**config.mk**
```make
export PLATFORM = sky130hd
export DESIGN_NAME = sjis_to_eucjp_stream_top
export DESIGN_NICKNAME = d
export VERILOG_FILES = /design/src/rtl/core/s2e_pkg.sv /design/src/rtl/core/s2e_front.sv /design/src/rtl/core/s2e_queue.sv /design/src/rtl/core/s2e_back.sv /design/src/rtl/core/sjis_to_eucjp_stream_top.sv
export SDC_FILE = /design/constraint.sdc
export NUM_CORES = 1
export LEC_CHECK = 0
export ABC_AREA = 1
export BUFFER_PORTS_ARGS = -buffer_cell sky130_fd_sc_hd__buf_2
export CORE_ASPECT_RATIO = 1.1
export CORE_MARGIN = 5
export CORE_UTILIZATION = 45
export CTS_BUF_LIST = sky130_fd_sc_hd__clkbuf_16
export DETAILED_ROUTE_END_ITERATION = 7
export GPL_TIMING_DRIVEN = 0
export REMOVE_ABC_BUFFERS = 1
export SLEW_MARGIN = 0
export SYNTH_ARGS = -nofsm -noshare
export SYNTH_HDL_FRONTEND = slang
export SYNTH_SLANG_ARGS = --single-unit
export TNS_END_PERCENT = 100
```
**constraint.sdc**
```tcl
create_clock -name clk -period 9.1 [get_ports clk]
set_clock_uncertainty 0.1 [all_clocks]
set_input_delay 1.82 -clock clk [delete_from_list [all_inputs] [get_ports clk]]
set_output_delay 1.82 -clock clk [all_outputs]
set_load 0.02 [all_outputs]
```
**src/rtl/core/s2e_pkg.sv**
```systemverilog
// ---------------------------------------------------------------------------
// s2e_pkg
// Shared types, constants and conversion helpers for the SJIS to EUC-JP
// stream converter.
// ---------------------------------------------------------------------------
package s2e_pkg;

  localparam int unsigned BYTE_W     = 8;
  localparam int unsigned CNT_W      = 2;    // up to three bytes per item
  localparam int unsigned CFG_ADDR_W = 3;
  localparam int unsigned CFG_DATA_W = 32;
  localparam int unsigned QDEPTH     = 2;
  localparam int unsigned QPTR_W     = (QDEPTH > 1) ? $clog2(QDEPTH) : 1;
  localparam int unsigned QCNT_W     = $clog2(QDEPTH + 1);

  localparam logic [0:0]        REG_HW2FW    = 1'b0;  // register index
  localparam logic [7:0]        KANA_FIRST   = 8'd161;
  localparam logic [7:0]        KANA_LAST    = 8'd223;
  localparam logic [7:0]        MARK_VOICED  = 8'd222;
  localparam logic [7:0]        MARK_SEMI    = 8'd223;
  localparam logic [CNT_W-1:0]  CNT_ONE      = 2'd1;
  localparam logic [CNT_W-1:0]  CNT_TWO      = 2'd2;
  localparam logic [CNT_W-1:0]  CNT_THREE    = 2'd3;

  typedef struct packed {
    logic [BYTE_W-1:0] b0;
    logic [BYTE_W-1:0] b1;
    logic [BYTE_W-1:0] b2;
    logic [CNT_W-1:0]  cnt;
  } s2e_entry_t;

  typedef struct packed {
    logic full;
    logic empty;
  } s2e_qstat_t;

  localparam logic [15:0] KANA_ROM [0:62] = '{
    {8'd129, 8'd66},  {8'd129, 8'd117}, {8'd129, 8'd118}, {8'd129, 8'd65},
    {8'd129, 8'd69},  {8'd131, 8'd146}, {8'd131, 8'd64},  {8'd131, 8'd66},
    {8'd131, 8'd68},  {8'd131, 8'd70},  {8'd131, 8'd72},  {8'd131, 8'd131},
    {8'd131, 8'd133}, {8'd131, 8'd135}, {8'd131, 8'd98},  {8'd129, 8'd91},
    {8'd131, 8'd65},  {8'd131, 8'd67},  {8'd131, 8'd69},  {8'd131, 8'd71},
    {8'd131, 8'd73},  {8'd131, 8'd74},  {8'd131, 8'd76},  {8'd131, 8'd78},
    {8'd131, 8'd80},  {8'd131, 8'd82},  {8'd131, 8'd84},  {8'd131, 8'd86},
    {8'd131, 8'd88},  {8'd131, 8'd90},  {8'd131, 8'd92},  {8'd131, 8'd94},
    {8'd131, 8'd96},  {8'd131, 8'd99},  {8'd131, 8'd101}, {8'd131, 8'd103},
    {8'd131, 8'd105}, {8'd131, 8'd106}, {8'd131, 8'd107}, {8'd131, 8'd108},
    {8'd131, 8'd109}, {8'd131, 8'd110}, {8'd131, 8'd113}, {8'd131, 8'd116},
    {8'd131, 8'd119}, {8'd131, 8'd122}, {8'd131, 8'd125}, {8'd131, 8'd126},
    {8'd131, 8'd128}, {8'd131, 8'd129}, {8'd131, 8'd130}, {8'd131, 8'd132},
    {8'd131, 8'd134}, {8'd131, 8'd136}, {8'd131, 8'd137}, {8'd131, 8'd138},
    {8'd131, 8'd139}, {8'd131, 8'd140}, {8'd131, 8'd141}, {8'd131, 8'd143},
    {8'd131, 8'd147}, {8'd129, 8'd74},  {8'd129, 8'd75}
  };

  function automatic logic is_lead(input logic [7:0] b);
    return (b >= 8'd129 && b <= 8'd159) || (b >= 8'd224 && b <= 8'd239);
  endfunction

  function automatic logic is_trail(input logic [7:0] b);
    return (b >= 8'd64) && (b <= 8'd252);
  endfunction

  function automatic logic is_kana(input logic [7:0] b);
    return (b >= KANA_FIRST) && (b <= KANA_LAST);
  endfunction

  function automatic logic takes_voiced(input logic [7:0] k);
    return (k >= 8'd182 && k <= 8'd196) || (k >= 8'd202 && k <= 8'd206) ||
           (k == 8'd179);
  endfunction

  function automatic logic takes_semi(input logic [7:0] k);
    return (k >= 8'd202) && (k <= 8'd206);
  endfunction

  // SJIS pair to EUC-JP pair, mod 256
  function automatic logic [15:0] sjis_pair(input logic [7:0] c1,
                                            input logic [7:0] c2);
    logic       adj;
    logic [7:0] row;
    logic [7:0] col;
    logic [7:0] e1;
    logic [7:0] e2;
    adj  = (c2 < 8'd159);
    row  = (c1 < 8'd160) ? 8'd112 : 8'd176;
    col  = adj ? ((c2 > 8'd127) ? 8'd32 : 8'd31) : 8'd126;
    e1   = ((c1 - row) << 1) - {7'd0, adj} + 8'd128;
    e2   = c2 - col + 8'd128;
    return {e1, e2};
  endfunction

  // Returns {merged, c1, c2} for a held kana and a following byte
  function automatic logic [16:0] kana_convert(input logic [7:0] kv,
                                               input logic [7:0] mark);
    logic [7:0]  idx;
    logic [15:0] ent;
    logic [7:0]  c1;
    logic [7:0]  c2;
    logic        merged;
    idx = kv - KANA_FIRST;
    if (idx > 8'd62) begin
      idx = 8'd62;
    end
    ent    = KANA_ROM[idx[5:0]];
    c1     = ent[15:8];
    c2     = ent[7:0];
    merged = 1'b0;
    if (mark == MARK_VOICED && takes_voiced(kv)) begin
      if ((c2 >= 8'd74 && c2 <= 8'd103) || (c2 >= 8'd110 && c2 <= 8'd122)) begin
        c2 = c2 + 8'd1;
      end else if (c1 == 8'd131 && c2 == 8'd69) begin
        c2 = 8'd148;
      end
      merged = 1'b1;
    end else if (mark == MARK_SEMI && takes_semi(kv) &&
                 c2 >= 8'd110 && c2 <= 8'd122) begin
      c2     = c2 + 8'd2;
      merged = 1'b1;
    end
    return {merged, c1, c2};
  endfunction

endpackage

```
**src/rtl/core/s2e_front.sv**
```systemverilog
// ---------------------------------------------------------------------------
// s2e_front
// Accepts SJIS bytes, tracks held lead / kana bytes and builds one queue
// entry of up to three EUC-JP bytes per item.
// ---------------------------------------------------------------------------
module s2e_front (
  input  logic                       clk,
  input  logic                       rst_n,
  input  logic                       push,
  input  logic [s2e_pkg::BYTE_W-1:0] in_byte,
  input  logic                       in_text_end,
  input  logic                       hw2fw,
  input  s2e_pkg::s2e_qstat_t        qstat,
  output logic                       full,
  output logic                       q_push,
  output s2e_pkg::s2e_entry_t        q_data
);
  import s2e_pkg::*;

  logic              lead_held_r, lead_held_nxt;
  logic [BYTE_W-1:0] lead_value_r, lead_value_nxt;
  logic              kana_held_r, kana_held_nxt;
  logic [BYTE_W-1:0] kana_value_r, kana_value_nxt;

  logic        accept;
  logic        text_done;
  logic [16:0] kconv;
  logic [15:0] kpair;
  logic [15:0] lpair;
  s2e_entry_t  ent;

  assign full      = qstat.full;
  assign accept    = push && !qstat.full;
  assign text_done = in_text_end || (in_byte == '0);

  // a text end never merges into the kana
  assign kconv = kana_convert(kana_value_r, text_done ? '0 : in_byte);
  assign kpair = sjis_pair(kconv[15:8], kconv[7:0]);
  assign lpair = sjis_pair(lead_value_r, in_byte);

  always_comb begin
    lead_held_nxt  = lead_held_r;
    lead_value_nxt = lead_value_r;
    kana_held_nxt  = kana_held_r;
    kana_value_nxt = kana_value_r;
    ent            = '0;
    if (accept) begin
      if (text_done) begin
        if (kana_held_r) begin
          ent.b0  = kpair[15:8];
          ent.b1  = kpair[7:0];
          ent.cnt = CNT_THREE;
        end else begin
          ent.cnt = CNT_ONE;
        end
        lead_held_nxt  = 1'b0;
        lead_value_nxt = '0;
        kana_held_nxt  = 1'b0;
        kana_value_nxt = '0;
      end else if (lead_held_r) begin
        if (is_trail(in_byte)) begin
          ent.b0 = lpair[15:8];
          ent.b1 = lpair[7:0];
        end else begin
          ent.b0 = lead_value_r;
          ent.b1 = in_byte;
        end
        ent.cnt        = CNT_TWO;
        lead_held_nxt  = 1'b0;
        lead_value_nxt = '0;
      end else begin
        if (kana_held_r) begin
          ent.b0         = kpair[15:8];
          ent.b1         = kpair[7:0];
          ent.cnt        = CNT_TWO;
          kana_held_nxt  = 1'b0;
          kana_value_nxt = '0;
        end
        if (!(kana_held_r && kconv[16])) begin
          if (is_lead(in_byte)) begin
            lead_held_nxt  = 1'b1;
            lead_value_nxt = in_byte;
          end else if (is_kana(in_byte) && hw2fw) begin
            kana_held_nxt  = 1'b1;
            kana_value_nxt = in_byte;
          end else if (kana_held_r) begin
            ent.b2  = in_byte;
            ent.cnt = CNT_THREE;
          end else begin
            ent.b0  = in_byte;
            ent.cnt = CNT_ONE;
          end
        end
      end
    end
  end

  assign q_push = accept && (ent.cnt != '0);
  assign q_data = ent;

  always_ff @(posedge clk) begin
    if (!rst_n) begin
      lead_held_r  <= 1'b0;
      lead_value_r <= '0;
      kana_held_r  <= 1'b0;
      kana_value_r <= '0;
    end else begin
      lead_held_r  <= lead_held_nxt;
      lead_value_r <= lead_value_nxt;
      kana_held_r  <= kana_held_nxt;
      kana_value_r <= kana_value_nxt;
    end
  end

endmodule

```
**src/rtl/core/s2e_queue.sv**
```systemverilog
// ---------------------------------------------------------------------------
// s2e_queue
// Short FIFO of converted entries between front and back.
// ---------------------------------------------------------------------------
module s2e_queue (
  input  logic                 clk,
  input  logic                 rst_n,
  input  logic                 wr_en,
  input  s2e_pkg::s2e_entry_t  wr_data,
  input  logic                 rd_en,
  output s2e_pkg::s2e_entry_t  rd_data,
  output s2e_pkg::s2e_qstat_t  qstat
);
  import s2e_pkg::*;

  localparam logic [QPTR_W-1:0] PTR_LAST = QPTR_W'(QDEPTH - 1);
  localparam logic [QCNT_W-1:0] CNT_FULL = QCNT_W'(QDEPTH);

  s2e_entry_t        mem_r [QDEPTH];
  logic [QPTR_W-1:0] wr_ptr_r, wr_ptr_nxt;
  logic [QPTR_W-1:0] rd_ptr_r, rd_ptr_nxt;
  logic [QCNT_W-1:0] count_r, count_nxt;
  logic              do_wr;
  logic              do_rd;

  assign qstat.full  = (count_r == CNT_FULL);
  assign qstat.empty = (count_r == '0);
  assign do_wr       = wr_en && !qstat.full;
  assign do_rd       = rd_en && !qstat.empty;
  assign rd_data     = mem_r[rd_ptr_r];

  always_comb begin
    wr_ptr_nxt = wr_ptr_r;
    rd_ptr_nxt = rd_ptr_r;
    count_nxt  = count_r;
    if (do_wr) begin
      wr_ptr_nxt = (wr_ptr_r == PTR_LAST) ? '0 : wr_ptr_r + 1'b1;
    end
    if (do_rd) begin
      rd_ptr_nxt = (rd_ptr_r == PTR_LAST) ? '0 : rd_ptr_r + 1'b1;
    end
    if (do_wr && !do_rd) begin
      count_nxt = count_r + 1'b1;
    end else if (do_rd && !do_wr) begin
      count_nxt = count_r - 1'b1;
    end
  end

  always_ff @(posedge clk) begin
    if (do_wr) begin
      mem_r[wr_ptr_r] <= wr_data;
    end
  end

  always_ff @(posedge clk) begin
    if (!rst_n) begin
      wr_ptr_r <= '0;
      rd_ptr_r <= '0;
      count_r  <= '0;
    end else begin
      wr_ptr_r <= wr_ptr_nxt;
      rd_ptr_r <= rd_ptr_nxt;
      count_r  <= count_nxt;
    end
  end

endmodule

```
**src/rtl/core/s2e_back.sv**
```systemverilog
// ---------------------------------------------------------------------------
// s2e_back
// Walks the head entry one byte a cycle into the output register while it is free or popped.
// ---------------------------------------------------------------------------
module s2e_back (
  input  logic                       clk,
  input  logic                       rst_n,
  input  s2e_pkg::s2e_entry_t        head,
  input  s2e_pkg::s2e_qstat_t        qstat,
  output logic                       q_pop,
  input  logic                       pop,
  output logic                       empty,
  output logic [s2e_pkg::BYTE_W-1:0] out_byte,
  output logic                       out_last
);
  import s2e_pkg::*;

  logic [CNT_W-1:0]  idx_r, idx_nxt;
  logic              valid_r, valid_nxt;
  logic [BYTE_W-1:0] byte_r, byte_nxt;
  logic              last_r, last_nxt;
  logic              load;
  logic              at_end;
  logic [BYTE_W-1:0] sel;

  assign load   = !qstat.empty && (!valid_r || pop);
  assign at_end = (idx_r == head.cnt - CNT_ONE);
  assign q_pop  = load && at_end;

  always_comb begin
    case (idx_r)
      2'd0:    sel = head.b0;
      2'd1:    sel = head.b1;
      default: sel = head.b2;
    endcase
  end

  always_comb begin
    idx_nxt   = idx_r;
    valid_nxt = valid_r;
    byte_nxt  = byte_r;
    last_nxt  = last_r;
    if (load) begin
      valid_nxt = 1'b1;
      byte_nxt  = sel;
      last_nxt  = at_end;
      idx_nxt   = at_end ? '0 : idx_r + 1'b1;
    end else if (pop) begin
      valid_nxt = 1'b0;
    end
  end

  always_ff @(posedge clk) begin
    if (!rst_n) begin
      idx_r   <= '0;
      valid_r <= 1'b0;
      byte_r  <= '0;
      last_r  <= 1'b0;
    end else begin
      idx_r   <= idx_nxt;
      valid_r <= valid_nxt;
      byte_r  <= byte_nxt;
      last_r  <= last_nxt;
    end
  end

  assign empty    = !valid_r;
  assign out_byte = byte_r;
  assign out_last = last_r;

endmodule

```
**src/rtl/core/sjis_to_eucjp_stream_top.sv**
```systemverilog
// ---------------------------------------------------------------------------
// sjis_to_eucjp_stream_top
// Shift-JIS byte stream in, EUC-JP byte stream out, with optional
// half-width to full-width katakana conversion.
// ---------------------------------------------------------------------------
//  channel  | handshake              | payload
//  input    | push / full            | in_byte, in_text_end
//  result   | pop / empty            | out_byte, out_last
//  config   | psel, penable, pready  | paddr, pwdata, prdata (reg 0 at 0x0)
//
//  The front takes one item per cycle while the entry queue has room.
//  The back sends one result beat per cycle while its output register is free or
//  being popped, walking each item's bytes (0 to 3) out in order; that walk sets the rate.
//  An accepted item passes through the entry queue, then the output register, to the ports.
//  Synchronous active-low reset; no clearing pass. Either side may stall.
// ---------------------------------------------------------------------------
module sjis_to_eucjp_stream_top (
  input  logic                           clk,
  input  logic                           rst_n,
  input  logic                           push,
  output logic                           full,
  input  logic [s2e_pkg::BYTE_W-1:0]     in_byte,
  input  logic                           in_text_end,
  output logic                           empty,
  input  logic                           pop,
  output logic [s2e_pkg::BYTE_W-1:0]     out_byte,
  output logic                           out_last,
  input  logic                           psel,
  input  logic                           penable,
  input  logic                           pwrite,
  input  logic [s2e_pkg::CFG_ADDR_W-1:0] paddr,
  input  logic [s2e_pkg::CFG_DATA_W-1:0] pwdata,
  output logic [s2e_pkg::CFG_DATA_W-1:0] prdata,
  output logic                           pready
);
  import s2e_pkg::*;

  logic       hw2fw_r, hw2fw_nxt;
  logic       cfg_wr;
  logic       q_push;
  logic       q_pop;
  s2e_entry_t q_wdata;
  s2e_entry_t q_head;
  s2e_qstat_t qstat;

  assign pready = 1'b1;
  assign cfg_wr = psel && penable && pwrite && pready;
  assign prdata = (paddr[2] == REG_HW2FW) ? {{(CFG_DATA_W-1){1'b0}}, hw2fw_r} : '0;

  always_comb begin
    hw2fw_nxt = hw2fw_r;
    if (cfg_wr && paddr[2] == REG_HW2FW) begin
      hw2fw_nxt = pwdata[0];
    end
  end

  always_ff @(posedge clk) begin
    if (!rst_n) begin
      hw2fw_r <= 1'b1;
    end else begin
      hw2fw_r <= hw2fw_nxt;
    end
  end

  s2e_front u_front (
    .clk         (clk),
    .rst_n       (rst_n),
    .push        (push),
    .in_byte     (in_byte),
    .in_text_end (in_text_end),
    .hw2fw       (hw2fw_r),
    .qstat       (qstat),
    .full        (full),
    .q_push      (q_push),
    .q_data      (q_wdata)
  );

  s2e_queue u_queue (
    .clk     (clk),
    .rst_n   (rst_n),
    .wr_en   (q_push),
    .wr_data (q_wdata),
    .rd_en   (q_pop),
    .rd_data (q_head),
    .qstat   (qstat)
  );

  s2e_back u_back (
    .clk      (clk),
    .rst_n    (rst_n),
    .head     (q_head),
    .qstat    (qstat),
    .q_pop    (q_pop),
    .pop      (pop),
    .empty    (empty),
    .out_byte (out_byte),
    .out_last (out_last)
  );

endmodule

```
# Yosys cells after proc, flatten, opt, wreduce, memory -nomap -nowiden
# Memories as Yosys holds them, arrays and structs flattened. A register that Yosys moved wholly into a read port is not among the register bits.
# Index checks and enable logic that the tools add are counted.
# op_classes
addsub	19
order_cmp	24
eq_ne	10
muxes	67
n_bitwise	2
n_reduce_logical	46
# ops
op	count
$mux W8	24
$mux W16	6
$le A8 B8 Y1 const B	6
$ge A8 B8 Y1 const B	5
$add A8 B8 Y8 const B	4
$eq A8 B8 Y1 const B	4
$lt A8 B8 Y1 const B	4
$mux W10	3
$logic_and A1 B1 Y1	26
$mux W26	1
$ge A8 B7 Y1 const B	3
$mux W1	20
$mux W6	3
$gt A8 B7 Y1 const B	2
$le A8 B7 Y1 const B	2
$pmux W8 S2	1
$sub A8 B1 Y8	2
$sub A8 B8 Y8	2
$mux W2	7
$mux W7	2
$sub A7 B7 Y7	2
$add A8 B1 Y8 const B	1
$add A8 B2 Y8 const B	1
$eq A8 B7 Y1 const B	1
other kinds (21)	36
# word_totals
register_bits	35
ramBits	52
mem_bits_ro	1024
inputBits	51
out_inout_bits	44
elab_cells	182
n_memories	2
# memory_table
name	words	width	rd	rd_ports_with_merged_regs	write_ports	line_no	text
(name not given)	64	16	1	0	0	s2e_pkg.sv:105	ent = KANA_ROM[idx[5:0]];
u_queue.mem_r	2	26	1	1	1	s2e_queue.sv:19	s2e_entry_t mem_r [QDEPTH];

# Longest topological paths before layout
# Gate-level depths: netlist of the first run.
# depth
word_depth	32
depth_mapped	47

# Modules after synthesis
# From an unflattened synthesis of the first run, not the netlist that was laid out.
# unflattened
hier_cells	1001
hier_area_um2	7512.2
# modules_own_cells
mod	n_inst	cells_per_inst	area_each_um2
s2e_front	1	742	4321.6
s2e_queue	1	119	2225.9
s2e_back	1	95	654.4
sjis_to_eucjp_stream_top	1	45	310.3

# Worst setup path before layout of the first run
# OpenSTA, ideal clock, no wires.
# synth_path
path_kind	input -> register
start	input in_byte[0] (netlist name)
end	memory u_queue.mem_r[0][17] (netlist name), data pin
arrival_time_ns	5.605
t_required_ns	8.726
path_slack_ns	3.121
stages	30
path_buffers	1
path_cell_list	clkbuf_1 -> nor2_1 -> nand3_1 -> nor2_1 -> inv_1 -> nor4_1 -> nor2_2 -> inv_1 -> nor3_1 -> inv_1 -> nor3_1 -> nand2_1 -> inv_2 -> nand2_1 -> nand3_1 -> nand2_1 -> nor2_1 -> nand3_1 -> nand2_1 -> nor2_1 -> ha_1 -> ha_1 -> inv_1 -> fa_1 -> o21ai_0 -> a21oi_1 -> o21bai_1 -> o21ai_1 -> nand3_1 -> a21oi_1
# synth_rtl
element	line_no	text
start, declared	sjis_to_eucjp_stream_top.sv:22	input logic [s2e_pkg::BYTE_W-1:0] in_byte,
end, declared	s2e_queue.sv:19	

==> results of run 1 <==
## worst max path at each step
stage / end / slack, ns / depth (start not counted)
floorplan: u_queue.mem_r[0][17] / 3.22 / 46
global placement: u_queue.mem_r[1][17] / 1.81 / 42
detailed placement: u_queue.mem_r[0][17] / 1.85 / 42
CTS: u_queue.mem_r[1][17] / 1.83 / 42
global route: u_queue.mem_r[1][17] / 1.21 / 41
finish: u_queue.mem_r[1][17] / 1.70 / 41
## kinds of logic after synthesis
| group | synth area share [%] |
|---|---|
| AOI/OAI and AO/OA | 16.2 |
| adders and majority gates | 9.00 |
| other | 0.102 |
| buffers and inverters | 11.2 |
| DFF | 31.1 |
| muxes | 0.136 |
| xor gates and xnor gates | 2.15 |
| and+or+nand+nor | 30.1 |
## final cells by class
class | count | area [µm²]
inverter | 121 | 455
clock buffer | 9 | 225
fill | 1672 | 8360
multi-input combinational | 763 | 4360
tap | 204 | 255
timing repair buffer | 32 | 208
clock inverter | 7 | 48.8
sequential | 88 | 2280
## metal layers
layer | wire, µm | vias up | track usage [%]
met5 | 0 | - | 0
met4 | 673 | 0 | 8.93
met3 | 625 | 51 | 2.52
met2 | 9160 | 163 | 34.8
met1 | 8170 | 2996 | 24.0
li1 | - | 3340 | -
## layout by cell type (no fill, tap or decap), drive strengths merged, types with 9 or more instances in the layout
cell	n
nor2	124
a41oi	9
a21oi	66
clkbuf	9
dfxtp	36
nand2	209
o21ai	74
nor3	14
inv	120
nand4	11
ha	48
o211ai	13
a211oi	10
conb	32
xnor2	10
buf	32
edfxtp	52
nand3	88
## worst max-delay path, delay by kind of cell (launching register included)
kind                       cells  cell delay (ns)
adders and majority gates      6             1.81
buffers and inverters          6             0.79
AOI/OAI and AO/OA              5             1.08
and+or+nand+nor               24             2.95
DFF                            1             0.45
## sequential cells by signal, summed over array words and instances (netlist names), 2 cells and up, named ones only
signal / flops
u_queue.count_r: 2
u_front.lead_value_r: 8
u_back.out_byte: 8
u_front.kana_value_r: 8
u_queue.mem_r: 52
u_back.idx_r: 2
## through the flow
step | total power [W] | cell area, µm²
3_3_place_gp | 0.00103 | 7490
6_report | 0.00138 | 7830
2_1_floorplan | 0.000904 | 7090
3_5_place_dp | 0.00105 | 7560
5_1_grt | 0.00148 | 7830
4_1_cts | 0.00140 | 7830
## power groups by stage
stage          Clock, W  Combinational, W  Sequential (W)
2_1_floorplan         0          0.000362        0.000543
3_3_place_gp          0          0.000499        0.000535
3_5_place_dp          0          0.000517        0.000535
4_1_cts        0.000349          0.000521        0.000527
5_1_grt        0.000365          0.000585        0.000535
6_report       0.000339          0.000517        0.000526
==> results by group, run 1 <==
Place
  • Post-DP HPWL: 14.3 mm
  • Placed cells: 1208
  • Pre-CTS setup slack: between 1.5 and 2 ns
  • Routability cong.: 0.891
  • I/O Buffers: 29

Hold path
  • Hold crit path type: reg2reg
  • Hold Startpoint: u_back.out_last
  • Hold path depth: 2
  • Worst Hold End: u_back.out_last

Global route
  • Initial antenna violation count: 0
  • Global Route Usage Sum: between 10% and 20%
  • Gr ovfl total: 0
  • Largest net degree at the start of global routing: 28
  • Global-route wire length before repair: 30.7 mm
  • Vias in the first global route: just over 6000

Routing
  • Wire per inst: 15.2 µm
  • Number of detailed-route iterations in the first pass: 7
  • Final WL: 18.6 mm
  • Vias per cell: 5.35
  • Vias: 6550
  • Post-route ant nets: 0
  • Number of DRC markers in iteration 0: around 380
  • Drt drc: 0

Floorplan
  • Io pins: 95
  • Core ar.: 16200 µm²
  • Die area: 19000 µm²
  • Effective utilization at floorplan: 45.3%
  • DIE HEIGHT: 144 µm
  • # rows: 49
  • Die width: 132 µm

Power
  • Worst VDD drop: between 0.00008 and 0.00009 V
  • Clock share of power: 24.5%
  • Sequential Power Share: 38.1%
  • Combinational share of power: 37.4%
  • Internal Pwr Total: approximately 0.00085 W
  • Sw Ratio: 38.7%
  • Pleak: between 3 and 4 nW
  • Pwr dens: 177 nW/µm²
  • Switching Power: 0.000535 W

Run status
  • Outcome: finished, final reports clean

Synthesis
  • FFs w/ async S/R, synth: 0%
  • Top cells by area, synth: edfxtp_1 (21%), dfxtp_1 (9.8%), nand2_1 (9.6%)
  • Synth cell types: ~50
  • Yosys reg bits: 88
  • Sequential share of the synthesized area: 31.1%
  • Ys flop type: edfxtp_1
  • Dominant cell type by area after synthesis: edfxtp_1
  • Commonest cells post-synth: nand2_1 (187), nor2_1 (108), inv_1 (103), nand3_1 (76), o21ai_0 (67)
  • Mapped Cells: 1001
  • Syn avg cell area: approximately 7.3 µm²
  • Top cell type's share of synthesized area: 21.3%
  • Most common cell in the netlist: nand2_1
  • Synthesis warning total: 0
  • Post-synth EDFFs: 52
  • Cell Area, Synth: 7340 µm²

STA
  • Worst Tran Pin Value: roughly 1.3 ns
  • Period utilization: 81.4%
  • Final worst slack: ~1.7 ns
  • Unrepaired setup endpoints after global routing: no
  • Fmax: around 140 MHz
  • Worst slew margin: 15.4%
  • Setup violations, final: 0
  • Setup TNS: 0 ns
  • Crit path time final: 7.40 ns
  • Worst hold margin: about 0.37 ns
  • Slew Viols, Final: 0
  • Final-report hold violation count: 0

Critical path
  • Crit-path slowest cell: dfxtp_1
  • RR Endpoint: u_queue.mem_r[1][17]
  • CP dominant cell by count: nand2_1
  • Worst setup SP type: flip-flop
  • CP peak stage delay: roughly 0.45 ns
  • Crit. End Element: flip-flop
  • Crit Path Class: reg2reg
  • RR Startpoint: u_front.kana_value_r[0]
  • Worst path required time: 9.11 ns
  • Register-to-register setup slack: 1.70 ns
  • Reg2Reg Depth: 41
  • Crit Path Max Fanout: 8
  • Crit path from: u_front.kana_value_r[0]
  • CP arrival: between 7 and 8 ns

Clocking
  • CTS tree: built
  • CTS Sinks: 88
  • CTS buffer count: 9
  • # Post-CTS Setup Buffers: 0
  • H-tree Lvls: 3
  • Worst-case clock buffer depth: 2
  • Clk pin slew, worst setup/hold paths: roughly 0.070 ns
  • CTS Hold Buffers Added: 0
  • Clock latency on the worst-skew pair: 0.34 ns
  • Post-CTS sizing: 0
  • Clock root buffer: clkbuf_16

Layout
  • Final core occ: 48.4%
  • Share of post-route cells with drive strength above 1: 12.8%
  • Layout area overhead: 6.68%
  • Final net count: 1117
  • Finished Layout Cells: between 1000 and 1500
  • Inserted Diodes: 0

Flow run
  • Max cap viols: 0
(Power assumes the default switching activity.)
==> run 2, diff against run 1 <==
ABC_AREA = 0   (was 1)
PLACE_DENSITY = 0.67   (was not set)
clock period = 6.5 ns   (was 9.1 ns; I/O delays follow)
==> results by group, run 2 <==
Critical path
  • Crit Path Max Fanout: 6
  • Levels on crit path: 35
  • Worst setup SP type: flip-flop
  • CP delay by family, top: compound AO/OA/AOI/OAI gates
  • Reg2Reg Depth: 35
  • Worst path required time: 6.55 ns
  • Crit Path Class: reg2reg
  • CP endpoint: u_queue.mem_r[0][16]
  • Crit. End Element: flip-flop
  • Crit path from: u_front.kana_value_r[1]
  • RR Endpoint: u_queue.mem_r[0][16]
  • RR Startpoint: u_front.kana_value_r[1]
  • CP peak stage delay: 0.56 ns
  • Register-to-register setup slack: -0.64 ns
  • CP dominant cell by count: buf_6
  • Worst Path Buf+Inv: 7
  • Crit-path slowest cell: or4_4
  • CP arrival: 7.19 ns

Place
  • Post-DP HPWL: 13.6 mm
  • Routability cong.: 0.891
  • Placed cells: 1065
  • I/O Buffers: 29

Power
  • Combinational share of power: around a third
  • Worst VDD drop: 0.000149 V
  • Pwr dens: around 210 nW/µm²
  • Sequential Power Share: between 30% and 40%
  • Sw Ratio: 35.5%
  • Clock share of power: 25.8%
  • Internal Pwr Total: 0.00120 W
  • Power Total: 0.00186 W
  • Switching Power: between 0.0006 and 0.0007 W
  • Pleak: 3.59 nW

Run status
  • Failing checks: setup timing
  • Outcome: complete, but fails checks

STA
  • Fmax: 140 MHz
  • Unrepaired setup endpoints after global routing: yes
  • Crit path time final: between 7 and 8 ns
  • Worst Tran Pin Value: 1.28 ns
  • Final-report hold violation count: 0
  • Setup violations, final: 14
  • Setup TNS: -5.89 ns
  • Worst hold margin: 0.362 ns
  • Period utilization: 110%
  • Final worst slack: -0.639 ns
  • Worst slew margin: between 10% and 20%
  • Slew Viols, Final: 0

Layout
  • Share of post-route cells with drive strength above 1: 22.7%
  • Layout area overhead: 20.2%
  • Multi-input gate area: 5180 µm²
  • Biggest register: u_queue.mem_r
  • Max FFs per register: 52
  • Finished Layout Cells: about 1200
  • Final net count: 1045
  • Register area: 2310 µm²
  • Final core occ: a little over half
  • Most frequent cells in the layout: nand2_1 (79), a21oi_1 (65), nor2_1 (58)
  • Fillers: ~1500
  • Commonest non-fill, non-tap cell in the layout: nand2_1
  • Inserted Diodes: 0

Synthesis
  • Mapped Cells: 889
  • Yosys reg bits: 88
  • Commonest cells post-synth: nand2_1 (81), a21oi_1 (72), nor2_1 (62), edfxtp_1 (52), ha_1 (48)
  • Syn avg cell area: 8.41 µm²
  • Synth cell types: 87
  • Top cells by area, synth: edfxtp_1 (21%), dfxtp_1 (9.6%), ha_1 (8.0%)
  • Synthesis warning total: 0
  • Multiplexer share of the synthesized area: about 1.3%
  • Post-Synth Adder-Cell Area: 8.84%
  • Post-Synth XOR/XNOR Area: 3.05%
  • Sequential share of the synthesized area: a little under a third
  • Compound-gate portion of the synthesized area: 26.0%
  • Top cell type's share of synthesized area: 20.9%
  • Combinational family with the most area after synthesis: compound AO/OA/AOI/OAI gates
  • Post-synth EDFFs: 52
  • Cell Area, Synth: between 7000 and 8000 µm²
  • Most common cell in the netlist: nand2_1
  • Dominant cell type by area after synthesis: edfxtp_1
  • Ys flop type: edfxtp_1
  • Synth Area in Simple Gates: around 22%
  • FFs w/ async S/R, synth: 0%

Routing
  • Number of DRC markers in iteration 0: between 600 and 700
  • Drt drc: 0
  • Number of detailed-route iterations in the first pass: 7
  • Vias: ~7000
  • Vias per cell: 6.11
  • Wire per inst: 18.4 µm
  • Post-route ant nets: 0
  • Final WL: 21.2 mm

Global route
  • Gr ovfl total: 0
  • Global-route wire length before repair: 34.1 mm
  • Global Route Usage Sum: 21.0%
  • Vias in the first global route: 6678
  • Initial antenna violation count: 0
  • Largest net degree at the start of global routing: 36

Floorplan
  • Io pins: 95
  • DIE HEIGHT: about 150 µm
  • Die width: 133 µm
  • Core ar.: 16400 µm²
  • Effective utilization at floorplan: 45.7%
  • # rows: 49
  • Die area: 19300 µm²

Clocking
  • Clock latency on the worst-skew pair: 0.33 ns
  • CTS Sinks: 88
  • CTS buffer count: 9
  • Worst-case clock buffer depth: 2
  • CTS Hold Buffers Added: 0
  • Clk pin slew, worst setup/hold paths: 0.06 ns
  • H-tree Lvls: 3
  • CTS tree: built
  • Clock root buffer: clkbuf_16

Hold path
  • Hold crit path type: reg2reg

Flow run
  • Max cap viols: 0
[run 2: cell count changes in the layout (fill, tap and decap cells not counted), sizes merged, moves of 15 or more]
cell | before | now
inv | 120 | 41
o21ai | 74 | 41
nor2b | 0 | 31
nand2 | 209 | 81
nand3 | 88 | 24
buf | 32 | 101
a22o | 0 | 19
a211oi | 10 | 25
nor2 | 124 | 63
and2 | 2 | 20
[run 2: per-stage QoR]
step	setup WS [ns]	area, µm²
after floorplan	-1.69	7100
after global placement	-3.64	7500
after detailed placement	-3.71	7540
after CTS	-0.452	8690
after global routing	-0.850	8990
final	-0.639	8990
[run 2: how the worst min path moves through the flow]
stage / end / cells after the start / from
after floorplan: hw2fw_r / 2 / hw2fw_r
after global placement: u_back.out_last / 2 / u_back.out_last
after detailed placement: u_back.out_last / 2 / u_back.out_last
after CTS: u_back.out_last / 2 / u_back.out_last
after global routing: u_back.out_last / 2 / u_back.out_last
final: u_back.out_last / 2 / u_back.out_last
[run 2: metal layers]
layer  up-vias  GRT usage [%]  wire length, µm
li1       3305              -                -
met1      3346           26.7             8810
met2       312           36.8            10500
met3        77           2.15             1170
met4         0           7.28              715
met5         -              0                0
[run 2: power by group through the flow]
stage	clock (W)	sequential, W	combinational [W]
2_1_floorplan	0	0.000765	0.000424
3_3_place_gp	0	0.000752	0.000593
3_5_place_dp	0	0.000752	0.000613
4_1_cts	0.000484	0.000737	0.000634
5_1_grt	0.000508	0.000750	0.000715
6_report	0.000479	0.000737	0.000642
[run 2: final cells by class]
class	instances	area share, %
clock inverter	6	0.306
multi-input combinational	702	57.6
tap	204	2.84
timing repair buffer	102	8.96
clock buffer	10	2.78
inverter	40	1.82
sequential	88	25.7
[run 2: what timing repair did]
item / in CTS / in global routing
pin swaps: 54 / 40
hold endpoints to repair: 0 / 0
endpoints found under the setup margin: 45 / 14
cloned: 1 / 0
setup buffers: 57 / 13
resized for setup: 96 / 34
[run 2: tightest hold or removal path: stages, from the launching register on]
cell and delay [ns]:
dfxtp_1 0.30, nand2_1 0.04, a21boi_0 0.06
[run 2: kinds of logic (layout without fill, tap and decap cells)]
kind of cell	count (synthesis)	after routing
compound gates	278	278
xor+xnor	26	26
fa+ha+maj	51	51
buf+inv	129	158
flops	88	88
mux	9	9
other cells	2	32
simple gates	306	306
==> run 3, diff against run 2 <==
TNS_END_PERCENT = 30   (was 100)
==> results by group, run 3 (same netlist as run 2, synthesis figures left out) <==
Critical path
  • Worst Path Buf+Inv: 7
  • Crit Path Max Fanout: 6
  • Crit. End Element: flip-flop
  • Crit Path Class: reg2reg
  • CP delay by family, top: compound AO/OA/AOI/OAI gates
  • Reg2Reg Depth: 35
  • Crit-path slowest cell: or4_4
  • CP arrival: 7.18 ns
  • CP peak stage delay: 0.56 ns
  • Register-to-register setup slack: -0.63 ns
  • Worst setup SP type: flip-flop
  • RR Endpoint: u_queue.mem_r[0][16]
  • CP dominant cell by count: buf_6
  • RR Startpoint: u_front.kana_value_r[1]
  • Worst path required time: around 6.6 ns

Place
  • Placed cells: 1065
  • I/O Buffers: 29
  • Post-DP HPWL: 13.6 mm
  • Routability cong.: slightly below 0.9

Layout
  • Inserted Diodes: 0
  • Most frequent cells in the layout: nand2_1 (79), a21oi_1 (65), nor2_1 (58)
  • Finished Layout Cells: 1151
  • Share of post-route cells with drive strength above 1: a little under a quarter
  • Final net count: 1044
  • Max FFs per register: 52
  • Commonest non-fill, non-tap cell in the layout: nand2_1
  • Layout area overhead: 20.1%
  • Biggest register: u_queue.mem_r

Floorplan
  • Die width: 133 µm
  • Effective utilization at floorplan: 45.7%
  • DIE HEIGHT: between 100 and 150 µm
  • # rows: 49
  • Io pins: between 90 and 100
  • Core ar.: 16400 µm²
  • Die area: just under 20000 µm²

STA
  • Slew Viols, Final: 0
  • Worst slew margin: 14.4%
  • Final-report hold violation count: 0
  • Crit path time final: 7.13 ns
  • Worst Tran Pin Value: roughly 1.3 ns
  • Fmax: 140 MHz
  • Setup TNS: -5.75 ns
  • Unrepaired setup endpoints after global routing: yes
  • Worst hold margin: 0.362 ns
  • Setup violations, final: 14
  • Final worst slack: -0.633 ns
  • Period utilization: 110%

Global route
  • Global-route wire length before repair: 34.1 mm
  • Initial antenna violation count: 0
  • Vias in the first global route: 6678
  • Global Route Usage Sum: 21.0%
  • Gr ovfl total: 0
  • Largest net degree at the start of global routing: 36

Clocking
  • CTS Sinks: 88
  • Clk pin slew, worst setup/hold paths: 0.06 ns
  • Worst-case clock buffer depth: 2
  • Clock latency on the worst-skew pair: 0.33 ns
  • Clock root buffer: clkbuf_16
  • CTS Hold Buffers Added: 0
  • CTS tree: built
  • CTS buffer count: 9
  • H-tree Lvls: 3

Routing
  • Post-route ant nets: 0
  • Wire per inst: ~18 µm
  • Number of detailed-route iterations in the first pass: 6
  • Number of DRC markers in iteration 0: roughly 650
  • Final WL: 21.2 mm
  • Vias per cell: slightly above 6
  • Vias: between 7000 and 8000
  • Drt drc: 0

Run status
  • Outcome: complete, but fails checks
  • Failing checks: setup timing

Hold path
  • Hold path depth: 2
  • Hold Startpoint: u_back.out_last
  • Hold crit path type: reg2reg
  • Worst Hold End: u_back.out_last

Power
  • Pwr dens: 207 nW/µm²
  • Worst VDD drop: 0.000149 V
  • Pleak: 3.58 nW

Flow run
  • Max cap viols: 0
[run 3: cell types whose count changed in the layout (fill, tap and decap cells not counted)]
cell / delta
buf_6: -1
[run 3: layout make-up]
| class | count | area [µm²] |
|---|---|---|
| fillers | 1453 | 7390 |
| multi-input cells | 702 | 5180 |
| flip-flops and latches | 88 | 2310 |
| clock buffers | 10 | 250 |
| clock inverters | 6 | 27.5 |
| inverters | 40 | 164 |
| repair buffers | 101 | 795 |
| well taps | 204 | 255 |
[run 3: worst reg2reg max path, delay by kind of cell (launching register included)]
kind                     cells  cell delay [ns]
flip-flops                   1             0.36
multiplexers                 1             0.33
adder cells (fa/ha/maj)      4             0.70
AND/OR/NAND/NOR             10             2.04
buffers and inverters        7             0.86
XOR/XNOR                     1             0.15
AO/OA/AOI/OAI               12             2.40
[run 3: through the flow]
step	utilization (%)	power [W]	worst slack [ns]	area, µm²
2_1_floorplan	-	0.00119	-1.69	7100
3_3_place_gp	45.8	0.00135	-3.64	7500
3_5_place_dp	46.1	0.00137	-3.71	7540
4_1_cts	53.1	0.00185	-0.452	8690
5_1_grt	54.8	0.00197	-0.856	8980
6_report	54.8	0.00186	-0.633	8980
[run 3: timing repair]
item | 4_1_cts | 5_1_grt
setup buffers | 57 | 12
pin swaps | 54 | 38
setup endpoints to repair | 45 | 14
gates cloned | 1 | 0
gates resized for setup | 96 | 33
[run 3: worst max-delay path by stage]
stage                                        from              endpoint  slack [ns]  cells past startpoint
after floorplan           u_front.kana_value_r[0]  u_queue.mem_r[0][17]       -1.69                     33
after global placement    u_front.kana_value_r[0]  u_queue.mem_r[0][17]       -3.64                     35
after detailed placement  u_front.kana_value_r[0]  u_queue.mem_r[1][17]       -3.71                     35
after CTS                 u_front.kana_value_r[0]  u_queue.mem_r[0][16]       -0.45                     33
after global routing      u_front.kana_value_r[1]  u_queue.mem_r[0][16]       -0.86                     35
final                     u_front.kana_value_r[1]  u_queue.mem_r[0][16]       -0.63                     35
[run 3: per-layer routing]
metal | vias to the layer above | global-route usage [%] | part of all wire, %
met3 | 75 | 2.15 | 5.8
met4 | 0 | 7.28 | 3.3
met5 | - | 0 | 0
met2 | 306 | 36.8 | 50
li1 | 3302 | - | -
met1 | 3371 | 26.7 | 41
[run 3: power breakdown]
part,internal (W),total [W],switching (W)
Combinational,0.000244,0.000642,0.000397
Clock,0.000276,0.000478,0.000202
Sequential,0.000677,0.000737,0.0000596
Total,0.00120,0.00186,0.000659
